`config.mk`:
```
export PLATFORM = sky130hd
export DESIGN_NAME = bounded_int_list_engine_unit
export DESIGN_NICKNAME = d
export VERILOG_FILES = /design/src/rtl/bile_pkg.sv /design/src/rtl/bile_core.sv /design/src/rtl/bounded_int_list_engine_unit.sv
export SDC_FILE = /design/constraint.sdc
export NUM_CORES = 1
export LEC_CHECK = 0
export BUFFER_PORTS_ARGS = -buffer_cell sky130_fd_sc_hd__buf_2
export CORE_MARGIN = 4
export CORE_UTILIZATION = 56
export CTS_CLUSTER_DIAMETER = 120
export DETAILED_ROUTE_END_ITERATION = 6
export HOLD_SLACK_MARGIN = 0.15
export PLACE_DENSITY = 0.78
export SYNTH_ARGS = -nofsm -noshare
export SYNTH_HDL_FRONTEND = slang
export SYNTH_SLANG_ARGS = --single-unit
```
`constraint.sdc`:
```
create_clock -name i_clk -period 5.3 [get_ports i_clk]
set_input_delay 0 -clock i_clk [delete_from_list [all_inputs] [get_ports i_clk]]
set_output_delay 0 -clock i_clk [all_outputs]
set_load 0.05 [all_outputs]
```
`src/rtl/bile_pkg.sv`:
```
// Shared types, constants and address helpers for the bounded integer list engine.
// Depends on nothing; imported by bile_core and bounded_int_list_engine_unit.
package bile_pkg;

    localparam int CAPACITY = 16;
    localparam int IDX_W    = $clog2(CAPACITY);
    localparam int CNT_W    = $clog2(CAPACITY + 1);
    localparam int SUM_W    = IDX_W + 1;
    localparam int DATA_W   = 32;
    localparam int OP_W     = 3;
    localparam int STAT_W   = 2;
    localparam int ENTRY_W  = 5;

    typedef logic [IDX_W-1:0]  t_idx;
    typedef logic [CNT_W-1:0]  t_cnt;
    typedef logic [DATA_W-1:0] t_data;

    typedef enum logic [OP_W-1:0] {
        OP_ADD_HEAD = 3'd0,
        OP_ADD_TAIL = 3'd1,
        OP_POP_HEAD = 3'd2,
        OP_POP_TAIL = 3'd3,
        OP_DELETE   = 3'd4,
        OP_CONTAINS = 3'd5,
        OP_CLEAR    = 3'd6,
        OP_PEEK     = 3'd7
    } t_op;

    typedef enum logic [STAT_W-1:0] {
        ST_OK       = 2'd0,
        ST_EMPTY    = 2'd1,
        ST_FULL     = 2'd2,
        ST_NOTFOUND = 2'd3
    } t_status;

    typedef enum logic [2:0] {
        S_IDLE,
        S_READ,
        S_SCAN,
        S_SHIFT,
        S_DONE
    } t_state;

    typedef struct packed {
        t_status              status;
        t_data                value;
        logic [ENTRY_W-1:0]   count;
    } t_result;

    // Circular buffer index arithmetic; every result is an index below CAPACITY.
    function automatic t_idx wrap_inc(input t_idx a);
        t_idx r;
        if (a == t_idx'(CAPACITY - 1)) r = '0;
        else                           r = a + t_idx'(1);
        return r;
    endfunction

    function automatic t_idx wrap_dec(input t_idx a);
        t_idx r;
        if (a == '0) r = t_idx'(CAPACITY - 1);
        else         r = a - t_idx'(1);
        return r;
    endfunction

    function automatic t_idx wrap_add(input t_idx a, input t_cnt b);
        logic [SUM_W-1:0] s;
        s = SUM_W'(a) + SUM_W'(b);
        if (s >= SUM_W'(CAPACITY)) s = s - SUM_W'(CAPACITY);
        return s[IDX_W-1:0];
    endfunction

endpackage

```
`src/rtl/bile_core.sv`:
```
// List storage (circular buffer memory) and the sequencer that walks it one entry a cycle.
// Depends on bile_pkg.
module bile_core (
    input  logic               i_clk,
    input  logic               i_rst_n,
    input  logic               i_start,
    input  bile_pkg::t_op      i_op,
    input  bile_pkg::t_data    i_value,
    output logic               o_idle,
    output logic               o_res_valid,
    input  logic               i_res_take,
    output bile_pkg::t_result  o_res
);
    import bile_pkg::*;

    t_data   r_mem [CAPACITY];
    t_data   r_rdata;

    t_state  r_state, n_state;
    t_op     r_op, n_op;
    t_data   r_value, n_value;
    t_idx    r_head, n_head;
    t_cnt    r_count, n_count;
    t_cnt    r_idx, n_idx;
    t_idx    r_ptr, n_ptr;
    t_idx    r_rptr, n_rptr;
    t_status r_status, n_status;
    t_data   r_rv, n_rv;

    logic    mem_we;
    t_idx    mem_waddr;
    t_data   mem_wdata;
    logic    mem_re;
    t_idx    mem_raddr;

    t_cnt    addr_off;
    t_idx    addr_sum;
    t_idx    rptr_inc;
    logic    is_full;
    logic    is_empty;
    logic    more;
    logic    hit;

    assign is_full  = (r_count == t_cnt'(CAPACITY));
    assign is_empty = (r_count == '0);
    assign rptr_inc = wrap_inc(r_rptr);
    assign more     = ((r_idx + t_cnt'(1)) < r_count);
    assign hit      = (r_rdata == r_value);

    // Shared address adder: tail slot for appends, last entry for tail pops, head entry for all other ops.
    always_comb begin
        unique case (i_op)
            OP_ADD_TAIL: addr_off = r_count;
            OP_POP_TAIL: addr_off = r_count - t_cnt'(1);
            default:     addr_off = '0;
        endcase
        addr_sum = wrap_add(r_head, addr_off);
    end

    always_comb begin
        n_state   = r_state;
        n_op      = r_op;
        n_value   = r_value;
        n_head    = r_head;
        n_count   = r_count;
        n_idx     = r_idx;
        n_ptr     = r_ptr;
        n_rptr    = r_rptr;
        n_status  = r_status;
        n_rv      = r_rv;
        mem_we    = 1'b0;
        mem_waddr = addr_sum;
        mem_wdata = i_value;
        mem_re    = 1'b0;
        mem_raddr = addr_sum;

        unique case (r_state)
            S_IDLE: begin
                if (i_start) begin
                    n_op     = i_op;
                    n_value  = i_value;
                    n_status = ST_OK;
                    n_rv     = '0;
                    n_idx    = '0;
                    n_rptr   = addr_sum;
                    n_state  = S_DONE;
                    unique case (i_op)
                        OP_ADD_HEAD: begin
                            if (is_full) begin
                                n_status = ST_FULL;
                            end else begin
                                mem_we    = 1'b1;
                                mem_waddr = wrap_dec(r_head);
                                n_head    = wrap_dec(r_head);
                                n_count   = r_count + t_cnt'(1);
                            end
                        end
                        OP_ADD_TAIL: begin
                            if (is_full) begin
                                n_status = ST_FULL;
                            end else begin
                                mem_we  = 1'b1;
                                n_count = r_count + t_cnt'(1);
                            end
                        end
                        OP_POP_HEAD, OP_POP_TAIL, OP_PEEK: begin
                            if (is_empty) begin
                                n_status = ST_EMPTY;
                            end else begin
                                mem_re  = 1'b1;
                                n_state = S_READ;
                            end
                        end
                        OP_DELETE, OP_CONTAINS: begin
                            if (is_empty) begin
                                n_status = ST_EMPTY;
                            end else begin
                                mem_re  = 1'b1;
                                n_state = S_SCAN;
                            end
                        end
                        OP_CLEAR: begin
                            n_count = '0;
                        end
                        default: ;
                    endcase
                end
            end
            S_READ: begin
                n_rv    = r_rdata;
                n_state = S_DONE;
                if (r_op == OP_POP_HEAD) begin
                    n_head  = wrap_inc(r_head);
                    n_count = r_count - t_cnt'(1);
                end else if (r_op == OP_POP_TAIL) begin
                    n_count = r_count - t_cnt'(1);
                end
            end
            S_SCAN: begin
                mem_raddr = rptr_inc;
                if (hit) begin
                    n_rv = r_value;
                    if (r_op == OP_CONTAINS) begin
                        n_state = S_DONE;
                    end else if (more) begin
                        // hold the slot to fill, fetch its successor
                        mem_re  = 1'b1;
                        n_ptr   = r_rptr;
                        n_rptr  = rptr_inc;
                        n_idx   = r_idx + t_cnt'(1);
                        n_state = S_SHIFT;
                    end else begin
                        n_count = r_count - t_cnt'(1);
                        n_state = S_DONE;
                    end
                end else if (more) begin
                    mem_re = 1'b1;
                    n_rptr = rptr_inc;
                    n_idx  = r_idx + t_cnt'(1);
                end else begin
                    n_status = ST_NOTFOUND;
                    n_state  = S_DONE;
                end
            end
            S_SHIFT: begin
                // move the fetched entry one place towards the head
                mem_we    = 1'b1;
                mem_waddr = r_ptr;
                mem_wdata = r_rdata;
                mem_raddr = rptr_inc;
                n_ptr     = r_rptr;
                if (more) begin
                    mem_re = 1'b1;
                    n_rptr = rptr_inc;
                    n_idx  = r_idx + t_cnt'(1);
                end else begin
                    n_count = r_count - t_cnt'(1);
                    n_state = S_DONE;
                end
            end
            S_DONE: begin
                if (i_res_take) n_state = S_IDLE;
            end
            default: n_state = S_IDLE;
        endcase
    end

    always_ff @(posedge i_clk) begin
        if (!i_rst_n) begin
            r_state <= S_IDLE;
            r_head  <= '0;
            r_count <= '0;
        end else begin
            r_state <= n_state;
            r_head  <= n_head;
            r_count <= n_count;
        end
    end

    always_ff @(posedge i_clk) begin
        r_op     <= n_op;
        r_value  <= n_value;
        r_idx    <= n_idx;
        r_ptr    <= n_ptr;
        r_rptr   <= n_rptr;
        r_status <= n_status;
        r_rv     <= n_rv;
    end

    always_ff @(posedge i_clk) begin
        if (mem_we) r_mem[mem_waddr] <= mem_wdata;
        if (mem_re) r_rdata <= r_mem[mem_raddr];
    end

    assign o_idle        = (r_state == S_IDLE);
    assign o_res_valid   = (r_state == S_DONE);
    assign o_res.status  = r_status;
    assign o_res.value   = r_rv;
    assign o_res.count   = ENTRY_W'(r_count);

    a_count_bound: assert property (@(posedge i_clk) disable iff (!i_rst_n)
        r_count <= t_cnt'(CAPACITY))
        else $error("occupancy above capacity");

    a_clear_empties: assert property (@(posedge i_clk) disable iff (!i_rst_n)
        (i_start && r_state == S_IDLE && i_op == OP_CLEAR) |=> (r_count == '0))
        else $error("clear left entries behind");

    a_scan_in_range: assert property (@(posedge i_clk) disable iff (!i_rst_n)
        (r_state == S_SCAN || r_state == S_SHIFT) |-> (r_idx < r_count))
        else $error("walk past the last entry");

    a_shift_not_head: assert property (@(posedge i_clk) disable iff (!i_rst_n)
        (r_state == S_SHIFT) |-> (r_idx != '0 && r_op == OP_DELETE))
        else $error("shift outside a delete");

    a_full_only_insert: assert property (@(posedge i_clk) disable iff (!i_rst_n)
        (r_state == S_DONE && r_status == ST_FULL)
            |-> (r_op == OP_ADD_HEAD || r_op == OP_ADD_TAIL))
        else $error("full status on a non-insert");

endmodule

```
`src/rtl/bounded_int_list_engine_unit.sv`:
```
// Bounded list engine top level: input handshake, bile_core and the result register.
// Inserts, clear and ops that fail on an empty or full list pass from idle straight to the
// done state in bile_core; pops and peek read one entry first; contains and delete walk up to
// the entries held beforehand, one entry read, compared or moved per cycle in bile_core.
// One item at a time: o_ready returns once the result moves to the output register, so no new
// item is taken while another is in progress or its result waits in bile_core.
// Reset (synchronous, active low) empties the list; stored entries are not cleared.
module bounded_int_list_engine_unit (
    input  logic                                i_clk,
    input  logic                                i_rst_n,
    input  logic                                i_valid,
    output logic                                o_ready,
    input  logic [bile_pkg::OP_W-1:0]           i_op,
    input  logic signed [bile_pkg::DATA_W-1:0]  i_value,
    output logic                                o_valid,
    input  logic                                i_ready,
    output logic [bile_pkg::STAT_W-1:0]         o_status,
    output logic signed [bile_pkg::DATA_W-1:0]  o_result_value,
    output logic [bile_pkg::ENTRY_W-1:0]        o_entry_count
);
    import bile_pkg::*;

    logic    core_idle;
    logic    core_res_valid;
    logic    core_take;
    t_result core_res;

    logic    r_out_valid, n_out_valid;
    t_result r_out;

    // load a fresh result whenever the output slot is free or being drained
    assign core_take   = core_res_valid && (!r_out_valid || i_ready);
    assign n_out_valid = core_take || (r_out_valid && !i_ready);

    bile_core u_core (
        .i_clk       (i_clk),
        .i_rst_n     (i_rst_n),
        .i_start     (i_valid && core_idle),
        .i_op        (t_op'(i_op)),
        .i_value     (t_data'(i_value)),
        .o_idle      (core_idle),
        .o_res_valid (core_res_valid),
        .i_res_take  (core_take),
        .o_res       (core_res)
    );

    always_ff @(posedge i_clk) begin
        if (!i_rst_n) begin
            r_out_valid <= 1'b0;
        end else begin
            r_out_valid <= n_out_valid;
        end
    end

    always_ff @(posedge i_clk) begin
        if (core_take) r_out <= core_res;
    end

    assign o_ready        = core_idle;
    assign o_valid        = r_out_valid;
    assign o_status       = r_out.status;
    assign o_result_value = r_out.value;
    assign o_entry_count  = r_out.count;

endmodule
```
==> results of run 1 <==
-- layer usage --
layer / global-route usage (%) / part of all wire (%) / wire length (um) / up-vias
li1: - / - / - / 6928
met1: 32.0 / 37 / 24900 / 8046
met2: 41.8 / 50 / 33000 / 934
met3: 4.86 / 9.3 / 6200 / 158
met4: 10.1 / 3.5 / 2340 / 0
met5: 0 / 0 / 0 / -
-- synth_stat cells, types with 11 or more instances --
cell / n / area, sq um
nor2_1: 30 / 113
mux2_2: 32 / 360
a21oi_1: 17 / 85.1
nor3_1: 11 / 55.1
nand2_1: 255 / 957
buf_2: 42 / 210
xor2_1: 38 / 333
o21ai_0: 12 / 60.1
clkbuf_1: 34 / 128
inv_1: 12 / 45.0
a32o_1: 64 / 641
ha_1: 14 / 175
dfxtp_1: 13 / 260
mux2i_1: 199 / 1990
edfxtp_1: 665 / 20000
a22o_1: 34 / 298
a221oi_1: 65 / 569
buf_4: 11 / 82.6
-- cell type report --
type	count	area (sq um)
Clock inverter	36	362
Clock buffer	81	1790
Tap cell	615	769
Sequential cell	678	20200
Inverter	14	52.6
Fill cell	3151	16600
Timing Repair Buffer	178	1380
Multi-Input combinational cell	901	6840
-- power breakdown --
part           switching (mW)  leakage (nW)  total [mW]  internal [mW]
sequential             0.0765          6.17        6.14           6.07
combinational           0.980          4.35        1.59          0.613
clock                    1.95          1.05        4.67           2.72
-- stage by stage --
stage	TNS, ns	utilization, %	instances	area (sq um)
final	0	65.4	2503	31400
after global placement	0	59.8	2330	28700
after CTS	0	65.4	2503	31400
after floorplan	-29.64	-	1685	27400
after detailed placement	0	59.8	2330	28700
after global routing	0	65.4	2503	31400
-- layout by cell type (no fill, tap or decap), types with 8 or more instances in the layout --
master,instances
a21oi_1,15
a221oi_1,65
a22o_1,34
a31oi_1,9
a32o_1,64
buf_12,8
buf_2,79
buf_4,35
clkbuf_1,11
clkbuf_16,70
clkinv_1,12
clkinv_2,10
dfxtp_1,13
dlygate4sd3_1,56
edfxtp_1,665
ha_1,14
inv_1,12
mux2_2,32
mux2i_1,198
nand2_1,255
nand3_1,9
nor2_1,25
nor4_1,9
o21ai_0,12
xnor2_1,9
xor2_1,38
-- critical path, delay by kind of cell, from the launching register on --
| family | cells | cell delay, ns |
|---|---|---|
| buffers and inverters | 2 | 0.58 |
| and+or+nand+nor | 1 | 0.86 |
| AOI/OAI and AO/OA | 4 | 0.97 |
| xor gates and xnor gates | 2 | 0.61 |
| adders and majority gates | 2 | 0.65 |
| DFF | 1 | 0.54 |
-- state kept, by name, summed over array words and instances, names as in the netlist --
name,flops
u_core.r_op,3
u_core.r_rdata,32
u_core.r_state,3
u_core.r_count,5
u_core.r_status,2
u_core.r_idx,5
u_core.r_value,32
u_core.r_ptr,4
u_core.r_mem,512
o_entry_count,5
u_core.r_head,4
u_core.r_rv,32
o_result_value,32
o_status,2
u_core.r_rptr,4
o_valid,1
-- worst max-delay path by stage --
stage                            startpoint              endpoint  cells past startpoint
after floorplan           u_core.r_state[2]    u_core.r_mem[4][0]                      7
after global placement    u_core.r_count[0]  u_core.r_mem[15][16]                     11
after detailed placement  u_core.r_count[0]  u_core.r_mem[15][11]                     11
after CTS                 u_core.r_count[0]  u_core.r_mem[15][11]                     11
after global routing      u_core.r_count[0]  u_core.r_mem[15][11]                     11
final                     u_core.r_count[0]  u_core.r_mem[15][11]                     11
-- cells by family (layout without fill, tap and decap cells) --
| logic type | after synthesis | in the layout | share of synthesized area, % |
|---|---|---|---|
| DFF | 678 | 678 | 73.9 |
| muxes | 234 | 234 | 8.79 |
| AOI/OAI and AO/OA | 238 | 238 | 7.31 |
| buffers and inverters | 106 | 309 | 1.82 |
| adders and majority gates | 15 | 15 | 0.713 |
| and+or+nand+nor | 367 | 367 | 5.94 |
| xor gates and xnor gates | 47 | 47 | 1.50 |
==> run summary, run 1 <==
Placer congestion estimate = 0.898
Unrepaired setup endpoints after global routing = false
FMAX = 220 MHz
WS Path Type = reg -> reg
Synthesized Nets = 1739
Starting Density = 57.0%
Crit path max fanout = 19
# Max-Cap Violations = 0
Worst Path Arrival = 4.81 ns
Avg Inst Size Synth = 16.2 sq um
DR WL/cell = 26.5 um
FF-to-FF Start = u_core.r_count[0]
Hold Path Sink = u_core.r_value[27]
Max-slew headroom = 27.0%
Core area = 48000 sq um
Post-route ant nets = 0
Min-Delay Path Class = in -> reg
Slack of the critical path = 0.748 ns
Drc violations = 0
Initial antenna violation count = 0
Hold wc startpoint = i_value[27]
First-pass GRT wire length = 98600 um
Pre-CTS setup slack = 0.854 ns
First-pass detailed-route iteration total = 5
Final Critical Period = 4.55 ns
Crit path top cell by count = ha_1
CP peak stage delay = 0.86 ns
Cts repair resizes = 0
Ant diodes = 0
Sequential area share after synthesis = 73.9%
Grt ovf = 0
Clk_lat worst skew = 0.60 ns
VDD IR max = 0.000236 V
Area of the mapped netlist = 27400 sq um
DP HPWL = 36400 um
Synthesis-stage register bit count = 678
Clk slew on worst S/H paths = 0.06 ns
Num ports = 80
Setup Skew = 0.0230 ns
WHS = 0.160 ns
P per Cell Area = 395 nW/um^2
Largest net degree at the start of global routing = 126
Reg2reg end = u_core.r_mem[15][11]
Outcome = finished, final reports clean
Longest Clk Path Bufs = 3
Post-CTS Setup Bufs = 0
Drt total wl = 66400 um
Post-synth EDFFs = 665
Distinct cells, synth = 66
Vias per inst = 6.42
CTS Buf Count = 67
Vias in the first global route = 16300
Share of post-route cells with drive strength above 1 = 15.3%
FFs w/ async S/R, synth = 0%
Max-slew violations = 0
Cell count of the worst hold path = 2
Level count of the clock H-tree = 3
GRT Resource Usage Total = 24.8%
Clock sink count = 678
Die ar. = 52500 sq um
Die height = 229 um
Worst Reg2Reg Path Length in Cells = 11
CTS tree = built
Top_reg_cell synth = edfxtp_1
PortBufs = 79
FF-to-FF setup slack = 0.75 ns
Root Driver = clkbuf_16
CP Cell Sequence = inv_1 -> ha_1 -> a211oi_1 -> ha_1 -> a21o_1 -> a21oi_1 -> xnor2_1 -> xor2_1 -> a21oi_2 -> nor3_4 -> buf_4
Power Total = 12.4 mW
Worst path required time = 5.56 ns
Final Cycle Share = 85.9%
Hold Fails Final Rpt = 0
LEAKAGE = 11.6 nW
DR vias = 16100
Nets = 1894
Rows = 80
Die width = 229 um
CP Capture Type = register
CP startpoint kind = register
Syn. warnings = 0
Area Overhead vs Synth = 14.8%
Synthesized instance count = 1685
Final Setup Violations = 0
Initial DRC count = 2083
Hold buffer count at CTS = 56
Slowest-stage cell, CP = nor3_4
Slew @ Worst Pin = 1.09 ns
Power figures use the tool's default switching activity.
==> inputs of run 2 (changes only) <==
Settings changed: CORE_UTILIZATION 56 to 64, CTS_BUF_LIST set to sky130_fd_sc_hd__clkbuf_4, PLACE_DENSITY 0.78 to 0.84, SKIP_CTS_REPAIR_TIMING set to 1.
Clock period 5.3 ns to 4.8 ns, I/O delays scaled along.
==> run summary, run 2 (synthesis results as in run 1) <==
Commonest non-fill, non-tap cell in the layout = edfxtp_1 (unchanged)
Post-route ant nets = 0 (unchanged)
CP startpoint kind = register (unchanged)
Final Cycle Share = 90.6% (was 85.9%)
Post-route cell area = 31400 sq um (about the same)
Hold wc startpoint = i_op[1] (was i_value[27])
Clock sink count = 678 (unchanged)
Initial antenna violation count = 1 (was 0)
Sequential Power Share = 51.7% (was 49.5%)
Max FFs per register = 512 (unchanged)
Clk slew on worst S/H paths = 0.08 ns (was 0.06 ns)
Critical Path Start = u_core.r_count[0] (unchanged)
Crit path top cell by count = ha_1 (unchanged)
P per Cell Area = 417 nW/um^2 (was 395 nW/um^2)
CTS tree = built (unchanged)
Placer congestion estimate = 0.859 (was 0.898)
First-pass GRT wire length = 96600 um (was 98600 um)
Clk pwr share = 34.6% (was 37.6%)
FF-to-FF setup slack = 0.45 ns (was 0.75 ns)
WHS = 0.228 ns (was 0.160 ns)
Placed cell count = 2256 (was 2330)
Total Neg Setup Slack = 0 ns (unchanged)
Clk_lat worst skew = 0.87 ns (was 0.60 ns)
VDD IR max = 0.000204 V (was 0.000236 V)
Switching share of power = 25.9% (was 24.3%)
Core area = 42100 sq um (was 48000 sq um)
Share of post-route cells with drive strength above 1 = 21.5% (was 15.3%)
WS Path Type = reg -> reg (unchanged)
Combinational share of power = 13.7% (was 12.8%)
FMAX = 230 MHz (was 220 MHz)
GRT Resource Usage Total = 27.6% (was 24.8%)
FF-to-FF Start = u_core.r_count[0] (unchanged)
Unrepaired setup endpoints after global routing = false (unchanged)
CP Cell Sequence = inv_1 -> ha_1 -> a211oi_1 -> ha_1 -> a21o_1 -> a21oi_1 -> xnor2_1 -> xor2_1 -> a21oi_2 -> nor3b_2 -> buf_12 (was inv_1 -> ha_1 -> a211oi_1 -> ha_1 -> a21o_1 -> a21oi_1 -> xnor2_1 -> xor2_1 -> a21oi_2 -> nor3_4 -> buf_4)
Initial DRC count = 2660 (was 2083)
Crit path max fanout = 32 (was 19)
Longest Clk Path Bufs = 3 (unchanged)
Drc violations = 0 (unchanged)
Die width = 215 um (was 229 um)
Nets = 2012 (was 1894)
DR WL/cell = 26.2 um (was 26.5 um)
Vias per inst = 6.52 (was 6.42)
CP Capture Type = register (unchanged)
Slowest-stage cell, CP = a21oi_2 (was nor3_4)
Largest Register = u_core.r_mem (unchanged)
Final Setup Violations = 0 (unchanged)
Worst Path Arrival = 4.85 ns (was 4.81 ns)
Drt total wl = 68200 um (was 66400 um)
Min-Delay Path Class = in -> reg (unchanged)
First-pass detailed-route iteration total = 6 (was 5)
Grt ovf = 0 (unchanged)
Outcome = finished, final reports clean (unchanged)
Fill cells = 2261 (was 3151)
Vias in the first global route = 16700 (was 16300)
Largest net degree at the start of global routing = 89 (was 126)
Setup Skew = 0.0584 ns (was 0.0230 ns)
DP HPWL = 35600 um (was 36400 um)
Slew @ Worst Pin = 1.21 ns (was 1.09 ns)
PortBufs = 79 (unchanged)
Power Total = 13.1 mW (was 12.4 mW)
CP peak stage delay = 0.90 ns (was 0.86 ns)
# Max-Cap Violations = 0 (unchanged)
Layout Cells excl Fill = 2604 (was 2503)
Area Overhead vs Synth = 14.9% (was 14.8%)
Max-slew violations = 0 (unchanged)
Max-slew headroom = 19.2% (was 27.0%)
DR vias = 17000 (was 16100)
Cell Int Power = 9.72 mW (was 9.40 mW)
Rows = 75 (was 80)
Hold Fails Final Rpt = 0 (unchanged)
Level count of the clock H-tree = 4 (was 3)
Finished Core Util = 74.6% (was 65.4%)
CTS Buf Count = 161 (was 67)
Final Critical Period = 4.35 ns (was 4.55 ns)
LEAKAGE = 11.8 nW (was 11.6 nW)
Die ar. = 46100 sq um (was 52500 sq um)
Root Driver = clkbuf_4 (was clkbuf_16)
Num ports = 80 (unchanged)
Starting Density = 65.0% (was 57.0%)
Most frequent cells in the layout = edfxtp_1, nand2_1, clkbuf_4, mux2i_1, buf_2 (was edfxtp_1, nand2_1, mux2i_1, buf_2, clkbuf_16)
Die height = 215 um (was 229 um)
Switching component of the power = 3.39 mW (was 3.01 mW)
Slack of the critical path = 0.452 ns (was 0.748 ns)
Pre-CTS setup slack = 0.545 ns (was 0.854 ns)
Worst path required time = 5.31 ns (was 5.56 ns)
Dpl cell area = 28700 sq um (about the same)
run 2: changes by cell type in the layout (fill, tap and decap cells not counted), moves of 2 or more:
cell           delta
clkbuf_4        +234
buf_12            +5
clkinv_1         +10
buf_4             -3
dlygate4sd3_1    +22
clkbuf_16        -70
inv_6             -2
clkinv_2          -6
bufinv_16         -4
inv_2             +5
clkbuf_1         -11
run 2: area by class of cell:
cell class	instances	area (sq um)	share of cell area (%)
inverters	14	53.8	0.171
multi-input cells	901	6840	21.8
clock inverters	35	196	0.625
clock buffers	234	1760	5.59
flip-flops and latches	678	20200	64.4
diodes	1	2.50	0.00796
repair buffers	202	1680	5.33
well taps	539	674	2.15
run 2: layer usage:
| metal | GRT usage, % | up-vias | part of all wire (%) |
|---|---|---|---|
| met2 | 45.2 | 1243 | 50 |
| met4 | 13.4 | 0 | 4.4 |
| met1 | 34.6 | 8297 | 34 |
| met5 | 0 | - | 0 |
| met3 | 7.15 | 188 | 11 |
| li1 | - | 7261 | - |
run 2: worst paths after layout:
path                              to  cells after the start
setup / recovery  u_core.r_mem[4][7]                     11
hold / removal     u_core.r_state[1]                      4
setup reg to reg  u_core.r_mem[4][7]                     11
hold reg to reg   o_result_value[25]                      0
run 2: critical path, delay by kind of cell, from the launching register on:
family                     cells  cell delay [ns]
DFF                            1             0.54
AOI/OAI and AO/OA              4             1.62
xor gates and xnor gates       2             0.40
buffers and inverters          2             0.40
and+or+nand+nor                1             0.38
adders and majority gates      2             0.64
run 2: power by group through the flow:
| stage | registers (mW) | clock network, mW | logic, mW |
|---|---|---|---|
| floorplan | 6.96 | 0 | 1.14 |
| global placement | 6.89 | 0 | 1.64 |
| detailed placement | 6.90 | 0 | 1.69 |
| CTS | 6.78 | 4.56 | 1.71 |
| global route | 6.79 | 4.94 | 1.90 |
| finish | 6.78 | 4.54 | 1.79 |
==> inputs of run 3 (changes only) <==
Settings changed: CELL_PAD_IN_SITES_DETAIL_PLACEMENT set to 1, CELL_PAD_IN_SITES_GLOBAL_PLACEMENT set to 2, CORE_UTILIZATION 64 to 49.
==> run summary, run 3 (synthesis results as in run 1) <==
DP HPWL = 41800 um (was 35600 um)
Hold wc startpoint = i_value[13] (was i_op[1])
Initial DRC count = 1418 (was 2660)
Critical Path Start = u_core.r_count[0] (unchanged)
Grt ovf = 0 (unchanged)
Final Setup Violations = 0 (unchanged)
Sequential Power Share = 50.9% (was 51.7%)
Setup Skew = 0.0722 ns (was 0.0584 ns)
Share of post-route cells with drive strength above 1 = 22.3% (was 21.5%)
FF-to-FF Start = u_core.r_count[0] (unchanged)
First-pass GRT wire length = 109000 um (was 96600 um)
Cell Int Power = 9.86 mW (was 9.72 mW)
Switching share of power = 26.0% (was 25.9%)
Slowest-stage cell, CP = a21oi_2 (unchanged)
Starting Density = 49.6% (was 65.0%)
P per Cell Area = 419 nW/um^2 (was 417 nW/um^2)
Die width = 244 um (was 215 um)
Root Driver = clkbuf_4 (unchanged)
Core area = 55200 sq um (was 42100 sq um)
Vias per inst = 5.88 (was 6.52)
CP startpoint kind = register (unchanged)
VDD IR max = 0.000250 V (was 0.000204 V)
PortBufs = 79 (unchanged)
Final Cycle Share = 90.2% (was 90.6%)
Clock sink count = 678 (unchanged)
Largest Register = u_core.r_mem (unchanged)
FMAX = 231 MHz (was 230 MHz)
Area Overhead vs Synth = 16.3% (was 14.9%)
Num ports = 80 (unchanged)
Max-slew headroom = 26.0% (was 19.2%)
Unrepaired setup endpoints after global routing = false (unchanged)
Slack of the critical path = 0.472 ns (was 0.452 ns)
Power Total = 13.3 mW (was 13.1 mW)
DR WL/cell = 26.6 um (was 26.2 um)
Reg2reg end = u_core.r_mem[5][28] (was u_core.r_mem[4][7])
Nets = 2029 (was 2012)
Crit path max fanout = 32 (unchanged)
CP Cell Sequence = inv_1 -> ha_1 -> a211oi_1 -> ha_1 -> a21o_1 -> a21oi_1 -> xnor2_1 -> xor2_1 -> a21oi_2 -> nor3b_2 -> buf_12 (unchanged)
Outcome = finished, final reports clean (unchanged)
Drc violations = 0 (unchanged)
Die ar. = 59700 sq um (was 46100 sq um)
Final Critical Period = 4.33 ns (was 4.35 ns)
Worst Reg2Reg Path Length in Cells = 11 (unchanged)
DR vias = 16600 (was 17000)
Drt total wl = 74900 um (was 68200 um)
Worst path required time = 5.46 ns (was 5.31 ns)
Longest Clk Path Bufs = 3 (unchanged)
CTS Buf Count = 172 (was 161)
Rows = 86 (was 75)
WS Path Type = reg -> reg (unchanged)
Max-slew violations = 0 (unchanged)
# Max-Cap Violations = 0 (unchanged)
Clk slew on worst S/H paths = 0.07 ns (was 0.08 ns)
FF-to-FF setup slack = 0.47 ns (was 0.45 ns)
Die height = 244 um (was 215 um)
Max FFs per register = 512 (unchanged)
Fill cells = 5132 (was 2261)
Most frequent cells in the layout = edfxtp_1, nand2_1, clkbuf_4, mux2i_1, dlygate4sd3_1 (was edfxtp_1, nand2_1, clkbuf_4, mux2i_1, buf_2)
Worst Path Arrival = 4.99 ns (was 4.85 ns)
Combinational share of power = 13.7% (about the same)
CP peak stage delay = 0.87 ns (was 0.90 ns)
Placer congestion estimate = 0.819 (was 0.859)
Largest net degree at the start of global routing = 92 (was 89)
Clk pwr share = 35.4% (was 34.6%)
Hold Fails Final Rpt = 0 (unchanged)
Switching component of the power = 3.47 mW (was 3.39 mW)
GRT Resource Usage Total = 24.6% (was 27.6%)
Slew @ Worst Pin = 1.10 ns (was 1.21 ns)
CP Capture Type = register (unchanged)
Crit path max-delay family = compound AO/OA/AOI/OAI gates (unchanged)
LEAKAGE = 11.9 nW (was 11.8 nW)
CP Capture Point = u_core.r_mem[5][28] (was u_core.r_mem[4][7])
CTS tree = built (unchanged)
Vias in the first global route = 17300 (was 16700)
Commonest non-fill, non-tap cell in the layout = edfxtp_1 (unchanged)
Level count of the clock H-tree = 4 (unchanged)
First-pass detailed-route iteration total = 5 (was 6)
Total Neg Setup Slack = 0 ns (unchanged)
Critical path depth = 11 (unchanged)
Crit path top cell by count = ha_1 (unchanged)
Worst path bufs/invs = 2 (unchanged)
Clk_lat worst skew = 1.03 ns (was 0.87 ns)
Min-Delay Path Class = in -> reg (unchanged)
Pre-CTS setup slack = 0.532 ns (was 0.545 ns)
Initial antenna violation count = 3 (was 1)
Post-route ant nets = 0 (unchanged)
## run 3: changes by cell type in the layout (fill, tap and decap cells not counted), sizes merged
cell,previous run,this run
buf,124,127
clkbuf,234,251
clkinv,26,13
clkinvlp,1,2
dlygate4sd3,78,81
inv,20,16
## run 3: per-stage QoR
step	area (sq um)	util, %	instances	hold slack, ns
after global routing	31800	57.7	2820	0.187
after CTS	31000	56.2	2738	-0.940
after floorplan	27400	-	1685	0.0989
final	31800	57.7	2820	0.248
after global placement	29000	52.5	2468	0.194
after detailed placement	29000	52.5	2468	0.195
## run 3: area by class of cell
class                      count  area (sq um)  area share (%)
antenna                        1          2.50         0.00786
clock buffer                 251          1880            5.92
clock inverter                19           149           0.468
inverter                      14          53.8           0.169
multi-input combinational    901          6840            21.5
sequential                   678         20200            63.6
tap                          748           936            2.94
timing repair buffer         208          1730            5.43
## run 3: layer usage
layer / vias to the layer above / global-route usage, % / share of wire (%)
met3: 136 / 6.46 / 6.2
met5: - / 0 / 0.0093
li1: 7278 / - / -
met2: 605 / 40.9 / 50
met1: 8573 / 31.1 / 41
met4: 2 / 9.91 / 2.9
## run 3: worst min-delay path by stage
| stage | cells after the start | to | slack [ns] |
|---|---|---|---|
| after floorplan | 0 | u_core.r_op[0] | 0.1 |
| after global placement | 1 | u_core.r_value[13] | 0.19 |
| after detailed placement | 1 | u_core.r_value[1] | 0.20 |
| after CTS | 1 | u_core.r_value[20] | -0.94 |
| after global routing | 3 | u_core.r_value[14] | 0.19 |
| final | 4 | u_core.r_mem[2][13] | 0.25 |
## run 3: power by group through the flow
stage,registers (mW),clock network (mW),logic (mW)
floorplan,6.96,0,1.14
global placement,6.90,0,1.71
detailed placement,6.91,0,1.76
CTS,6.78,4.83,1.78
global route,6.79,5.19,1.95
finish,6.78,4.72,1.83
## run 3: worst reg2reg max path, delay by kind of cell (launching register included)
family          cells  cell delay [ns]
fa+ha+maj           2             0.66
buf+inv             2             0.41
flops               1             0.54
xor+xnor            2             0.41
compound gates      4             1.61
simple gates        1             0.41
